==> src/rtl/pmsp_pkg.sv <==
// Shared types, constants and codes for the pedal to motor setpoint block.
package pmsp_pkg;

  // Field and arithmetic widths.
  localparam int ADC_W = 12;
  localparam int Q_W = 16;
  localparam int DIV_STEPS = 15;
  localparam int STEP_W = $clog2(DIV_STEPS);

  // Fixed-point constants.
  localparam logic [Q_W-1:0] FULL_SCALE = 16'd32768;
  localparam logic [Q_W-1:0] REGEN_SLEW = 16'd164;
  // Largest pedal current that does not exceed one tenth of full scale.
  localparam logic [Q_W-1:0] PEDAL_TENTH = 16'd3276;

  // Default fault windows.
  localparam logic [ADC_W-1:0] PEDAL_FAULT_LOW_DEF = 12'd100;
  localparam logic [ADC_W-1:0] PEDAL_FAULT_HIGH_DEF = 12'd4000;
  localparam logic [ADC_W-1:0] REGEN_FAULT_LOW_DEF = 12'd100;
  localparam logic [ADC_W-1:0] REGEN_FAULT_HIGH_DEF = 12'd4000;

  // Drive modes that command current.
  localparam logic [3:0] MODE_REVERSE = 4'd4;
  localparam logic [3:0] MODE_DRIVE_LOW = 4'd5;
  localparam logic [3:0] MODE_DRIVE_HIGH = 4'd6;
  localparam logic [3:0] MODE_BRAKE_LOW = 4'd7;

  // Register indexes.
  localparam logic [2:0] REG_PEDAL_MIN = 3'd0;
  localparam logic [2:0] REG_PEDAL_SPAN = 3'd1;
  localparam logic [2:0] REG_REGEN_MIN = 3'd2;
  localparam logic [2:0] REG_REGEN_SPAN = 3'd3;
  localparam logic [2:0] REG_REGEN_GAIN = 3'd4;
  localparam logic [2:0] REG_CRUISE_GAIN = 3'd5;
  localparam logic [2:0] REG_FWD_LIMIT = 3'd6;
  localparam logic [2:0] REG_REV_LIMIT = 3'd7;

  // Divider operand select.
  localparam logic [1:0] SEL_PEDAL = 2'd0;
  localparam logic [1:0] SEL_REGEN = 2'd1;
  localparam logic [1:0] SEL_LIMIT = 2'd2;

  typedef enum logic [2:0] {
    ST_IDLE,
    ST_CHECK,
    ST_MUL,
    ST_DIV_LOAD,
    ST_DIV_RUN,
    ST_CRUISE,
    ST_FINAL
  } state_t;

  typedef struct packed {
    logic [ADC_W-1:0] pedal_a;
    logic [ADC_W-1:0] regen_pot;
    logic [3:0] drive_mode;
    logic signed [15:0] motor_speed;
    logic signed [15:0] cruise_target;
    logic [15:0] battery_volts;
    logic [15:0] phase_volts;
    logic signed [15:0] phase_amps;
  } in_item_t;

  typedef struct packed {
    logic [15:0] current_setpoint;
    logic signed [15:0] speed_setpoint;
    logic [3:0] fault_bits;
    logic current_clipped;
  } out_item_t;

endpackage

==> src/rtl/pedal_to_motor_setpoint_core.sv <==
// Pedal to motor setpoint core: sequencer around one shared divider and multiplier.
//
// Usage:
//   The input channel takes one sample beat (in_item) when in_valid is high and
//   in_stall is low. The output channel presents one result beat (out_item) with
//   out_valid; it is taken when out_stall is low. Configuration registers sit on
//   an APB-style port at byte addresses 4*i and may be written while idle.
// Sequence:
//   A fault-free sample runs from accept to result through one check state,
//   one multiply, three divisions of a load state and the restoring steps
//   each, one multiply for the cruise term and one finish state. The three
//   restoring divisions go through the single shared divider; a division
//   whose answer saturates or is zero finishes in its load state. A faulted
//   sample goes from the check state straight to the finish state. One
//   sample is in work at a time, and in_stall is high while it is.
// Reset:
//   rst clears the registers to their defaults, the regen slew memory to zero
//   and the output channel to empty.
// Stall:
//   A finished result waits in the output register; the next sample is taken
//   meanwhile and holds in its finish cycle until the output register is free.
module pedal_to_motor_setpoint_core
  import pmsp_pkg::*;
#(
  parameter logic [ADC_W-1:0] PEDAL_FAULT_LOW = PEDAL_FAULT_LOW_DEF,
  parameter logic [ADC_W-1:0] PEDAL_FAULT_HIGH = PEDAL_FAULT_HIGH_DEF,
  parameter logic [ADC_W-1:0] REGEN_FAULT_LOW = REGEN_FAULT_LOW_DEF,
  parameter logic [ADC_W-1:0] REGEN_FAULT_HIGH = REGEN_FAULT_HIGH_DEF
) (
  input  logic clk,
  input  logic rst,
  input  logic in_valid,
  output logic in_stall,
  input  in_item_t in_item,
  output logic out_valid,
  input  logic out_stall,
  output out_item_t out_item,
  input  logic psel,
  input  logic penable,
  input  logic pwrite,
  input  logic [4:0] paddr,
  input  logic [31:0] pwdata,
  output logic [31:0] prdata,
  output logic pready
);

  // Configuration registers.
  logic [ADC_W-1:0] pedal_dead_band, pedal_travel_span;
  logic [ADC_W-1:0] regen_dead_band, regen_travel_span;
  logic [15:0] regen_limit_gain, cruise_gain;
  logic [14:0] forward_speed_limit;
  logic signed [15:0] reverse_speed_limit;

  // Sequencer and datapath registers.
  state_t state, state_next;
  in_item_t item;
  logic [1:0] sel;
  logic [STEP_W-1:0] cnt;
  logic [15:0] rem;
  logic [DIV_STEPS-1:0] quo;
  logic [DIV_STEPS-1:0] lo;
  logic [15:0] div;
  logic [31:0] prod;
  logic [15:0] pedal_cur, regen_cur, lim_cur;
  logic [15:0] last_regen;
  logic [3:0] faults;

  logic cfg_write, out_free;
  logic [2:0] reg_idx;

  assign pready = 1'b1;
  assign reg_idx = paddr[4:2];
  assign cfg_write = psel && penable && pwrite;
  assign in_stall = (state != ST_IDLE);
  assign out_free = !out_valid || !out_stall;

  // Register writes.
  always_ff @(posedge clk) begin
    if (rst) begin
      pedal_dead_band <= 12'd300;
      pedal_travel_span <= 12'd3500;
      regen_dead_band <= 12'd300;
      regen_travel_span <= 12'd3500;
      regen_limit_gain <= 16'd16384;
      cruise_gain <= 16'd230;
      forward_speed_limit <= 15'd20000;
      reverse_speed_limit <= -16'sd20000;
    end else if (cfg_write) begin
      unique case (reg_idx)
        REG_PEDAL_MIN: pedal_dead_band <= pwdata[ADC_W-1:0];
        REG_PEDAL_SPAN: pedal_travel_span <= pwdata[ADC_W-1:0];
        REG_REGEN_MIN: regen_dead_band <= pwdata[ADC_W-1:0];
        REG_REGEN_SPAN: regen_travel_span <= pwdata[ADC_W-1:0];
        REG_REGEN_GAIN: regen_limit_gain <= pwdata[15:0];
        REG_CRUISE_GAIN: cruise_gain <= pwdata[15:0];
        REG_FWD_LIMIT: forward_speed_limit <= pwdata[14:0];
        REG_REV_LIMIT: reverse_speed_limit <= pwdata[15:0];
        default: ;
      endcase
    end
  end

  // Register reads.
  always_comb begin
    unique case (reg_idx)
      REG_PEDAL_MIN: prdata = {20'd0, pedal_dead_band};
      REG_PEDAL_SPAN: prdata = {20'd0, pedal_travel_span};
      REG_REGEN_MIN: prdata = {20'd0, regen_dead_band};
      REG_REGEN_SPAN: prdata = {20'd0, regen_travel_span};
      REG_REGEN_GAIN: prdata = {16'd0, regen_limit_gain};
      REG_CRUISE_GAIN: prdata = {16'd0, cruise_gain};
      REG_FWD_LIMIT: prdata = {17'd0, forward_speed_limit};
      REG_REV_LIMIT: prdata = {{16{reverse_speed_limit[15]}}, reverse_speed_limit};
      default: prdata = 32'd0;
    endcase
  end

  // Fault window check on the held sample.
  logic [3:0] fault_now;
  always_comb begin
    fault_now[0] = item.pedal_a < PEDAL_FAULT_LOW;
    fault_now[1] = item.pedal_a > PEDAL_FAULT_HIGH;
    fault_now[2] = item.regen_pot < REGEN_FAULT_LOW;
    fault_now[3] = item.regen_pot > REGEN_FAULT_HIGH;
  end

  // Cruise speed error magnitude.
  logic below;
  logic signed [16:0] diff;
  logic [15:0] err;
  always_comb begin
    below = item.motor_speed < item.cruise_target;
    diff = 17'(item.cruise_target) - 17'(item.motor_speed);
    err = below ? diff[15:0] : 16'(-diff);
  end

  // Shared multiplier operands.
  logic [15:0] mul_a, mul_b;
  always_comb begin
    if (state == ST_MUL) begin
      mul_a = item.battery_volts;
      mul_b = regen_limit_gain;
    end else begin
      mul_a = cruise_gain;
      mul_b = err;
    end
  end

  // Divider load: pick the operands and catch zero and saturated answers.
  logic [ADC_W-1:0] ld_adc, ld_min, ld_span, ld_travel;
  logic ld_done;
  logic [15:0] ld_result, ld_rem, ld_div;
  logic [DIV_STEPS-1:0] ld_lo;
  always_comb begin
    ld_adc = (sel == SEL_PEDAL) ? item.pedal_a : item.regen_pot;
    ld_min = (sel == SEL_PEDAL) ? pedal_dead_band : regen_dead_band;
    ld_span = (sel == SEL_PEDAL) ? pedal_travel_span : regen_travel_span;
    ld_travel = (ld_adc > ld_min) ? ld_adc - ld_min : '0;
    if (sel == SEL_LIMIT) begin
      ld_div = item.phase_volts;
      ld_rem = prod[30:DIV_STEPS];
      ld_lo = prod[DIV_STEPS-1:0];
      ld_done = prod >= {1'b0, item.phase_volts, 15'd0};
      ld_result = FULL_SCALE;
    end else begin
      ld_div = 16'(ld_span);
      ld_rem = 16'(ld_travel);
      ld_lo = '0;
      ld_done = (ld_travel == '0) || (ld_travel >= ld_span);
      ld_result = (ld_travel == '0) ? 16'd0 : FULL_SCALE;
    end
  end

  // One restoring division step.
  logic [16:0] trial;
  logic step_ok;
  logic [15:0] rem_step;
  logic [DIV_STEPS-1:0] quo_step;
  always_comb begin
    trial = {rem, lo[DIV_STEPS-1]} - {1'b0, div};
    step_ok = !trial[16];
    rem_step = step_ok ? trial[15:0] : {rem[14:0], lo[DIV_STEPS-1]};
    quo_step = {quo[DIV_STEPS-2:0], step_ok};
  end

  // Finish: regen limit and slew, then the drive mode decision.
  logic [15:0] regen_lim, regen;
  logic [16:0] slew;
  logic signed [25:0] cruise_v;
  out_item_t result;
  always_comb begin
    regen_lim = (regen_cur > lim_cur) ? lim_cur : regen_cur;
    slew = 17'(last_regen) + 17'(REGEN_SLEW);
    regen = (17'(regen_lim) > slew) ? slew[15:0] : regen_lim;
    cruise_v = $signed({2'b00, prod[31:8]}) + 26'(item.phase_amps);
    result.current_setpoint = 16'd0;
    result.speed_setpoint = 16'sd0;
    result.fault_bits = fault_now;
    result.current_clipped = 1'b0;
    if (fault_now == 4'd0) begin
      if (item.drive_mode == MODE_REVERSE || item.drive_mode == MODE_DRIVE_LOW) begin
        if (regen == 16'd0) begin
          result.current_setpoint = pedal_cur;
          result.speed_setpoint = (item.drive_mode == MODE_REVERSE) ?
                                  reverse_speed_limit : {1'b0, forward_speed_limit};
        end else begin
          result.current_setpoint = regen;
        end
      end else if (item.drive_mode == MODE_DRIVE_HIGH ||
                   item.drive_mode == MODE_BRAKE_LOW) begin
        if (regen != 16'd0) begin
          result.current_setpoint = regen;
        end else if (pedal_cur > PEDAL_TENTH) begin
          result.current_setpoint = pedal_cur;
          result.speed_setpoint = {1'b0, forward_speed_limit};
        end else begin
          result.speed_setpoint = item.cruise_target;
          if (cruise_v > 26'sd32768) begin
            result.current_setpoint = FULL_SCALE;
            result.current_clipped = 1'b1;
            if (below) begin
              result.speed_setpoint = {1'b0, forward_speed_limit};
            end
          end else if (cruise_v < 26'sd0) begin
            result.current_clipped = 1'b1;
          end else begin
            result.current_setpoint = cruise_v[15:0];
          end
        end
      end
    end
  end

  // State register.
  always_ff @(posedge clk) begin
    if (rst) begin
      state <= ST_IDLE;
    end else begin
      state <= state_next;
    end
  end

  // Next state.
  always_comb begin
    state_next = state;
    unique case (state)
      ST_IDLE: begin
        if (in_valid) state_next = ST_CHECK;
      end
      ST_CHECK: begin
        state_next = (fault_now != 4'd0) ? ST_FINAL : ST_MUL;
      end
      ST_MUL: state_next = ST_DIV_LOAD;
      ST_DIV_LOAD: begin
        if (!ld_done) state_next = ST_DIV_RUN;
        else if (sel == SEL_LIMIT) state_next = ST_CRUISE;
      end
      ST_DIV_RUN: begin
        if (cnt == STEP_W'(DIV_STEPS - 1)) begin
          state_next = (sel == SEL_LIMIT) ? ST_CRUISE : ST_DIV_LOAD;
        end
      end
      ST_CRUISE: state_next = ST_FINAL;
      ST_FINAL: begin
        if (out_free) state_next = ST_IDLE;
      end
      default: state_next = ST_IDLE;
    endcase
  end

  // Datapath registers.
  always_ff @(posedge clk) begin
    if (state == ST_IDLE && in_valid) begin
      item <= in_item;
    end
    if (state == ST_MUL || state == ST_CRUISE) begin
      prod <= mul_a * mul_b;
    end
    if (state == ST_CHECK) begin
      sel <= SEL_PEDAL;
    end
    if (state == ST_DIV_LOAD) begin
      rem <= ld_rem;
      lo <= ld_lo;
      div <= ld_div;
      quo <= '0;
      cnt <= '0;
      if (ld_done) begin
        sel <= sel + 2'd1;
        unique case (sel)
          SEL_PEDAL: pedal_cur <= ld_result;
          SEL_REGEN: regen_cur <= ld_result;
          default: lim_cur <= ld_result;
        endcase
      end
    end
    if (state == ST_DIV_RUN) begin
      rem <= rem_step;
      lo <= {lo[DIV_STEPS-2:0], 1'b0};
      quo <= quo_step;
      cnt <= cnt + STEP_W'(1);
      if (cnt == STEP_W'(DIV_STEPS - 1)) begin
        sel <= sel + 2'd1;
        unique case (sel)
          SEL_PEDAL: pedal_cur <= {1'b0, quo_step};
          SEL_REGEN: regen_cur <= {1'b0, quo_step};
          default: lim_cur <= {1'b0, quo_step};
        endcase
      end
    end
    if (state == ST_FINAL && out_free) begin
      out_item <= result;
    end
  end

  // Regen slew memory and output beat valid.
  always_ff @(posedge clk) begin
    if (rst) begin
      last_regen <= 16'd0;
      out_valid <= 1'b0;
      faults <= 4'd0;
    end else begin
      if (state == ST_FINAL && out_free) begin
        out_valid <= 1'b1;
        faults <= fault_now;
        if (fault_now == 4'd0) last_regen <= regen;
      end else if (out_valid && !out_stall) begin
        out_valid <= 1'b0;
      end
    end
  end

  // A faulted beat commands zero current and zero speed.
  assert property (@(posedge clk) disable iff (rst)
    out_valid && out_item.fault_bits != 4'd0 |->
      out_item.current_setpoint == 16'd0 && out_item.speed_setpoint == 16'sd0)
    else $error("faulted beat commands motion");

  // Current never exceeds full scale.
  assert property (@(posedge clk) disable iff (rst)
    out_valid |-> out_item.current_setpoint <= FULL_SCALE)
    else $error("current setpoint above full scale");

  // Stored regen stays within full scale.
  assert property (@(posedge clk) disable iff (rst)
    last_regen <= FULL_SCALE)
    else $error("regen memory above full scale");

  // Recorded fault bits match the beat that was loaded.
  assert property (@(posedge clk) disable iff (rst)
    $rose(out_valid) |-> out_item.fault_bits == faults)
    else $error("fault bits lost on the way out");

endmodule
==> config.mk <==
export PLATFORM = sky130hd
export DESIGN_NAME = pedal_to_motor_setpoint_core
export DESIGN_NICKNAME = d
export VERILOG_FILES = /design/src/rtl/pmsp_pkg.sv /design/src/rtl/pedal_to_motor_setpoint_core.sv
export SDC_FILE = /design/constraint.sdc
export NUM_CORES = 2
export LEC_CHECK = 0
export BUFFER_PORTS_ARGS = -buffer_cell sky130_fd_sc_hd__buf_2
export CORE_MARGIN = 5
export CORE_UTILIZATION = 60
export DETAILED_ROUTE_END_ITERATION = 6
export PLACE_DENSITY = 0.86
export REMOVE_ABC_BUFFERS = 1
export SKIP_LAST_GASP = 1
export SYNTH_ARGS = -nofsm -noshare
export SYNTH_HDL_FRONTEND = slang
export SYNTH_SLANG_ARGS = --single-unit
==> constraint.sdc <==
create_clock -name clk -period 23.2 [get_ports clk]
set_input_delay 1.16 -clock clk [delete_from_list [all_inputs] [get_ports clk]]
set_output_delay 1.16 -clock clk [all_outputs]
set_load 0.01 [all_outputs]
# ---- After elaboration in Yosys (flattened, before gate mapping)
# Cells that the tools add are included.
dict set report totals {
  register_bits 423
  input_bits 152
  elab_cells 191
}
dict set report classes {
  addsub 8
  multipliers 1
  n_lt_le_gt_ge 13
  eq_ne 24
  n_mux 72
  n_bitwise 2
  reduce_logical 36
}
# operator n
set ops {}
lappend ops {{$mux W16} 38}
lappend ops {{$pmux W32 S8} 1}
lappend ops {{$mux W32} 3}
lappend ops {{$mux W12} 5}
lappend ops {{$mux W15} 3}
lappend ops {{$ge A32 B31 Y1} 1}
lappend ops {{$mul A16 B16 Y32} 1}
lappend ops {{$mux W14} 2}
lappend ops {{$add A25 B16 Y26} 1}
lappend ops {{$gt A26 B17 Y1 const B} 1}
lappend ops {{$lt A26 B1 Y1 const B} 1}
lappend ops {{$gt A12 B12 Y1 const B} 2}
lappend ops {{$lt A12 B7 Y1 const B} 2}
lappend ops {{$eq A3 B3 Y1 const B} 7}
lappend ops {{$mux W3} 7}
lappend ops {{$pmux W3 S7} 1}
lappend ops {{$reduce_and A2 Y1} 9}
lappend ops {{$add A16 B8 Y17 const B} 1}
lappend ops {{$gt A16 B17 Y1} 1}
lappend ops {{$sub A17 B16 Y17} 1}
lappend ops {{$eq A4 B3 Y1 const B} 4}
lappend ops {{$gt A16 B12 Y1 const B} 1}
lappend ops {{$gt A16 B16 Y1} 1}
lappend ops {{$logic_not A16 Y1} 1}
lappend ops {{other kinds (33)} 61}

# ---- Depth between registers and ports, before layout
dict set report logic_depth {
  depth_word 13
  ltp_mapped 37
}

# ---- Least setup slack after synthesis
# No wires, ideal clock.
dict set report synth_path {
  path_type {reg2reg}
  from {register item[50] (netlist name)}
  to {register prod[31], data pin}
  arrival_ns 8.501
  slack_ns 14.434
  path_stages_with_launch 34
  n_path_buf 2
  period_less_slack_ns 8.766
  cell_sequence {edfxtp_1 -> ha_1 -> nor2b_1 -> o31a_1 -> o211ai_2 -> nand3_1 -> a311o_1 -> a31o_2 -> clkbuf_1 -> nor2_1 -> xor2_1 -> a21oi_1 -> buf_2 -> nand2_1 -> fa_1 -> inv_1 -> fa_1 -> fa_1 -> fa_1 -> fa_1 -> inv_1 -> fa_1 -> inv_1 -> ha_1 -> a21o_1 -> a21o_1 -> a21o_1 -> a21oi_1 -> o22ai_1 -> a211o_1 -> o311a_1 -> o41a_1 -> a221oi_1 -> xnor2_1}
}
dict set report synth_via {
  elab_chain_len 5
  word_cells_on_any_way 6
  cone_classes {add/sub (2); mul (1); order compare (1); mux (2)}
}
# item line_no
set synth_lines {}
lappend synth_lines {{start: declaration} pedal_to_motor_setpoint_core.sv:56} ;# in_item_t item;
lappend synth_lines {{start signal: assignment} pedal_to_motor_setpoint_core.sv:274} ;# item <= in_item;
lappend synth_lines {{$sub A16 B16 Y16} pedal_to_motor_setpoint_core.sv:133} ;# diff = 17'(item.cruise_target) - 17'(item.motor_speed);
lappend synth_lines {{$neg A16 Y16} pedal_to_motor_setpoint_core.sv:134} ;# err = below ? diff[15:0] : 16'(-diff);
lappend synth_lines {{$mux W16 (*)} pedal_to_motor_setpoint_core.sv:134}
lappend synth_lines {{$mux W16 (*)} pedal_to_motor_setpoint_core.sv:140} ;# if (state == ST_MUL) begin
lappend synth_lines {{$mul A16 B16 Y32 (*)} pedal_to_motor_setpoint_core.sv:277} ;# prod <= mul_a * mul_b;
lappend synth_lines {{end signal: assignment} pedal_to_motor_setpoint_core.sv:277}
lappend synth_lines {{end: declaration} pedal_to_motor_setpoint_core.sv:63} ;# logic [31:0] prod;
# Every way passes the cells marked *; elsewhere a longest branch is shown, timed or not.
# A chain may end at the register's enable or synchronous reset.

# ---- Worst setup path after layout
dict set report layout_path {
  from {register item[48] (netlist name)}
  to {register prod[31], data pin}
}
# The elaborated chain is that of the path after synthesis.

==> results by stage <==
Status:
- The flow ran to the end, and the final reports show no timing, DRC or antenna violations.

Routing:
- The iteration count of the initial detailed-routing pass is 7.
- In this run, the number of DRC markers left after iteration 0 of detailed routing was around 3,000.
- The detailed-route vias per instance is ~6.3.
- The detail route stage leaves a number of antenna-violating nets equal to 0.
- After detailed routing, the number of remaining DRC violations is 0.
- The routed length per placed instance is about 21 um.
- The total number of vias is 27,270.
- For this block, the routed nets add up to 91.71 mm of wire.

Placed design:
- The final estimated routing congestion in global placement is between 0.9 and 1.
- The placed cell area is ~0.034 mm^2.
- After legalization and detailed placement, the total HPWL measured 69.01 mm.
- Input and output buffers added on the ports amount to 204.

Floorplanning:
- The area of the die is ~0.06 mm^2.
- The vertical die dimension is around 240 um.
- The initial utilization of the core area, before any placement, comes to 0.6082.
- The width of the die is 244.0 um.
- The number of standard-cell rows in the floorplan is 85.
- Pin placement for this block handled 224 I/O pins.
- The core region is about 0.054 mm^2.

Setup path:
- The reg2reg setup slack is approximately 13 ns.
- The element type at the critical path start is a register.
- In this run the critical register-to-register path is launched from item[48].
- The critical path buffer and inverter count is 5.
- For the worst flop-to-flop path, the logic depth is 34.
- The cell class contributing the biggest share of worst-path delay is adder cells.
- The endpoint identified for the worst register-to-register timing path is prod[31].
- The critical path is of the register to register type.
- The master of the slowest instance on the critical path is sky130_fd_sc_hd__mux2i_1.
- The signal arrival time at the worst endpoint is 10.83 ns.
- The cell that appears most often on the critical path is sky130_fd_sc_hd__fa_1.
- The worst setup path is captured at a register.
- The critical path crosses 34 cells after its start point.
- The largest single stage delay on the critical path is between 0.9 and 1 ns.
- Of all nets on the critical path, the largest fanout is 43.
- STA puts the critical path data required time at between 20 and 25 ns.

Finish:
- The register with the most flip-flops in the layout has 108 of them.
- The net count of the finished layout is between 4,000 and 5,000.
- The register with the most flip-flops is item.
- In the final layout, the share of cells above drive strength 1 is 0.1151.
- The library cell used most frequently in the layout, excluding fill and tap cells, is sky130_fd_sc_hd__nand2_1.
- The area growth from synthesis to layout is 9.051%.
- In the layout the commonest cells are 450 x sky130_fd_sc_hd__nand2_1, 352 x sky130_fd_sc_hd__inv_1, 250 x sky130_fd_sc_hd__nor2_1, 241 x sky130_fd_sc_hd__edfxtp_1, 239 x sky130_fd_sc_hd__ha_1.
- The largest registers in the layout are item x108, out_item x37, prod x32.
- The diode insertion count for antenna repair is 0.
- The design area is around 0.036 mm^2.

Clock network:
- The cell at the root of the clock tree is sky130_fd_sc_hd__clkbuf_16.
- The number of cells upsized or downsized after cts is 0.
- The number of buffers created by CTS is between 40 and 50.
- TritonCTS built the clock tree.
- Clock-pin slew was measured on the worst setup and hold paths at about 0.06 ns.
- CTS built an H-tree with a depth of 2.
- The clock drives approximately 420 sinks.
- The clock passes through at most 3 buffers.
- For this design, the CTS-stage hold fixing added 0 buffers.
- The post-CTS repair timing setup buffer count is 0.
- The insertion delay of the later-clocked pin in the worst-skew pair is about 0.61 ns.

STA:
- The hold violation count in the final report is 0.
- In this run the tightest slew margin relative to its limit is 0.03574.
- Setup repair after global routing left no endpoint under its margin.
- Adding up every negative setup slack in the final design gives 0 ns.
- Dividing the final minimum period by the clock period gives 0.4521.
- Setup violations remaining at the end of the flow were counted as 0.
- The clock skew after layout is roughly 0.020 ns.
- The highest clock rate is around 95 MHz.
- The measured slew at the worst slew-check pin is 1.435 ns.
- After layout, the minimum clock period comes to around 10 ns.
- The max-slew violation total from the final report is 0.

GRT:
- For this run the aggregate overflow at the end of global routing stands at 0.
- The via count of the first global-routing pass is roughly 27,000.
- The first global-routing pass estimated 144.1 mm of wire.
- The number of antenna violations at the first check in global routing is 1.
- The largest net degree at the start of global routing is 85.
- The overall fraction of global-route tracks in use is 0.3002.

Yosys:
- The most used flip-flop cell after synthesis is sky130_fd_sc_hd__edfxtp_1.
- In this run the mean area of a mapped cell was ~9.4 um^2.
- Counting flops with a built-in enable in the synthesized netlist gives 241.
- After synthesis, the cell types taking the most area are sky130_fd_sc_hd__edfxtp_1 22%, sky130_fd_sc_hd__fa_1 12%, sky130_fd_sc_hd__dfxtp_1 11%.
- The synthesized design contains roughly 420 register bits.
- Synthesis handed over a netlist of 3,502 instances.
- The share of synthesized registers carrying an async set or reset is 0.
- The cell area that synthesis handed to floorplanning was between 0.03 and 0.04 mm^2.
- The number of warning messages in the yosys log is 0.
- The register area share after synthesis is 0.3311.
- The share of the synthesized area in the top cell type is 0.2202.
- The largest total area in the synthesized netlist belongs to sky130_fd_sc_hd__edfxtp_1.
- The netlist uses 96 different library cells.

Min path:
- Along the worst hold path, the cell count comes to 2.
- The end point of the most critical hold path is reverse_speed_limit[14].
- The worst hold path class is register to register.
- The source of the worst hold timing path is reverse_speed_limit[14].

Run:
- Across the run, the number of max-cap violations was 0.
## routing by layer
metal,vias up,track usage,share of wire
li1,12480,-,-
met1,12940,0.3934,0.39
met2,1526,0.4895,0.46
met3,322,0.05056,0.097
met4,2,0.1430,0.056
met5,-,0,0.00014
## layout make-up
cell class,instances,area (um^2)
Timing Repair Buffer,235,1256
Multi-Input combinational cell,2554,19970
Clock inverter,28,231.5
Clock buffer,57,1297
Fill cell,4150,18190
Tap cell,696,870.8
Inverter,353,1325
Sequential cell,423,10880
## cell usage after synthesis (19+ instances only)
cell type                    n
sky130_fd_sc_hd__or3_1      19
sky130_fd_sc_hd__a22oi_1    22
sky130_fd_sc_hd__and2_1     78
sky130_fd_sc_hd__o21a_1     31
sky130_fd_sc_hd__inv_1     352
sky130_fd_sc_hd__ha_1      240
sky130_fd_sc_hd__nor2_1    251
sky130_fd_sc_hd__xor2_1     28
sky130_fd_sc_hd__nand2_1   451
sky130_fd_sc_hd__nand4_1    34
sky130_fd_sc_hd__nor3_1     47
sky130_fd_sc_hd__a22o_1     66
sky130_fd_sc_hd__a21oi_1   201
sky130_fd_sc_hd__mux2_2     41
sky130_fd_sc_hd__and3_1     22
sky130_fd_sc_hd__nand3b_1   32
sky130_fd_sc_hd__a21o_1     48
sky130_fd_sc_hd__buf_1      20
sky130_fd_sc_hd__a211o_1    19
sky130_fd_sc_hd__or4_1      24
sky130_fd_sc_hd__xnor2_1    62
sky130_fd_sc_hd__dfxtp_1   182
sky130_fd_sc_hd__nor4_1     23
sky130_fd_sc_hd__mux2i_1   128
sky130_fd_sc_hd__o21ai_1    29
sky130_fd_sc_hd__clkbuf_1  113
sky130_fd_sc_hd__nand2b_1   24
sky130_fd_sc_hd__nand3_1    71
sky130_fd_sc_hd__nor2b_1    35
sky130_fd_sc_hd__o21ai_0    75
sky130_fd_sc_hd__a211oi_1   38
sky130_fd_sc_hd__edfxtp_1  241
sky130_fd_sc_hd__fa_1      198
## through the flow
stage / hold WS [ns] / std cells / setup WS (ns) / utilization
floorplan: 0.4379 / 3330 / 13.56 / -
global placement: 0.4535 / 4261 / 13.05 / 0.6349
detailed placement: 0.4620 / 4261 / 12.96 / 0.6349
CTS: 0.4697 / 4346 / 12.94 / 0.6632
global route: 0.4934 / 4346 / 12.26 / 0.6632
finish: 0.4764 / 4346 / 12.71 / 0.6632
## worst max-delay path by stage
stage / end / start / slack (ns)
global route: prod[31] / item[48] / 12.26
finish: prod[31] / item[48] / 12.71
CTS: prod[31] / item[48] / 12.94
floorplan: prod[31] / state[1] / 13.56
detailed placement: prod[31] / item[48] / 12.96
global placement: prod[31] / item[48] / 13.05
## tightest hold or removal path, stage by stage (launching register included)
cell and delay (ns):
sky130_fd_sc_hd__dfxtp_1 0.32, sky130_fd_sc_hd__nand2_1 0.06, sky130_fd_sc_hd__a21oi_1 0.05
## cell families (layout without fill, tap and decap cells)
| logic type | Yosys count | after routing | synth area share |
|---|---|---|---|
| AOI/OAI and AO/OA | 707 | 707 | 0.1494 |
| xor gates and xnor gates | 90 | 90 | 0.02399 |
| adders and majority gates | 438 | 438 | 0.2120 |
| buffers and inverters | 525 | 673 | 0.06302 |
| DFF | 423 | 423 | 0.3311 |
| muxes | 174 | 174 | 0.05647 |
| other | 1 | 1 | 0.0001141 |
| and+or+nand+nor | 1144 | 1144 | 0.1638 |
Power is left out: the tool's default activity adds up to more than one toggle a clock period on the data nets, which glitch-free logic cannot reach.
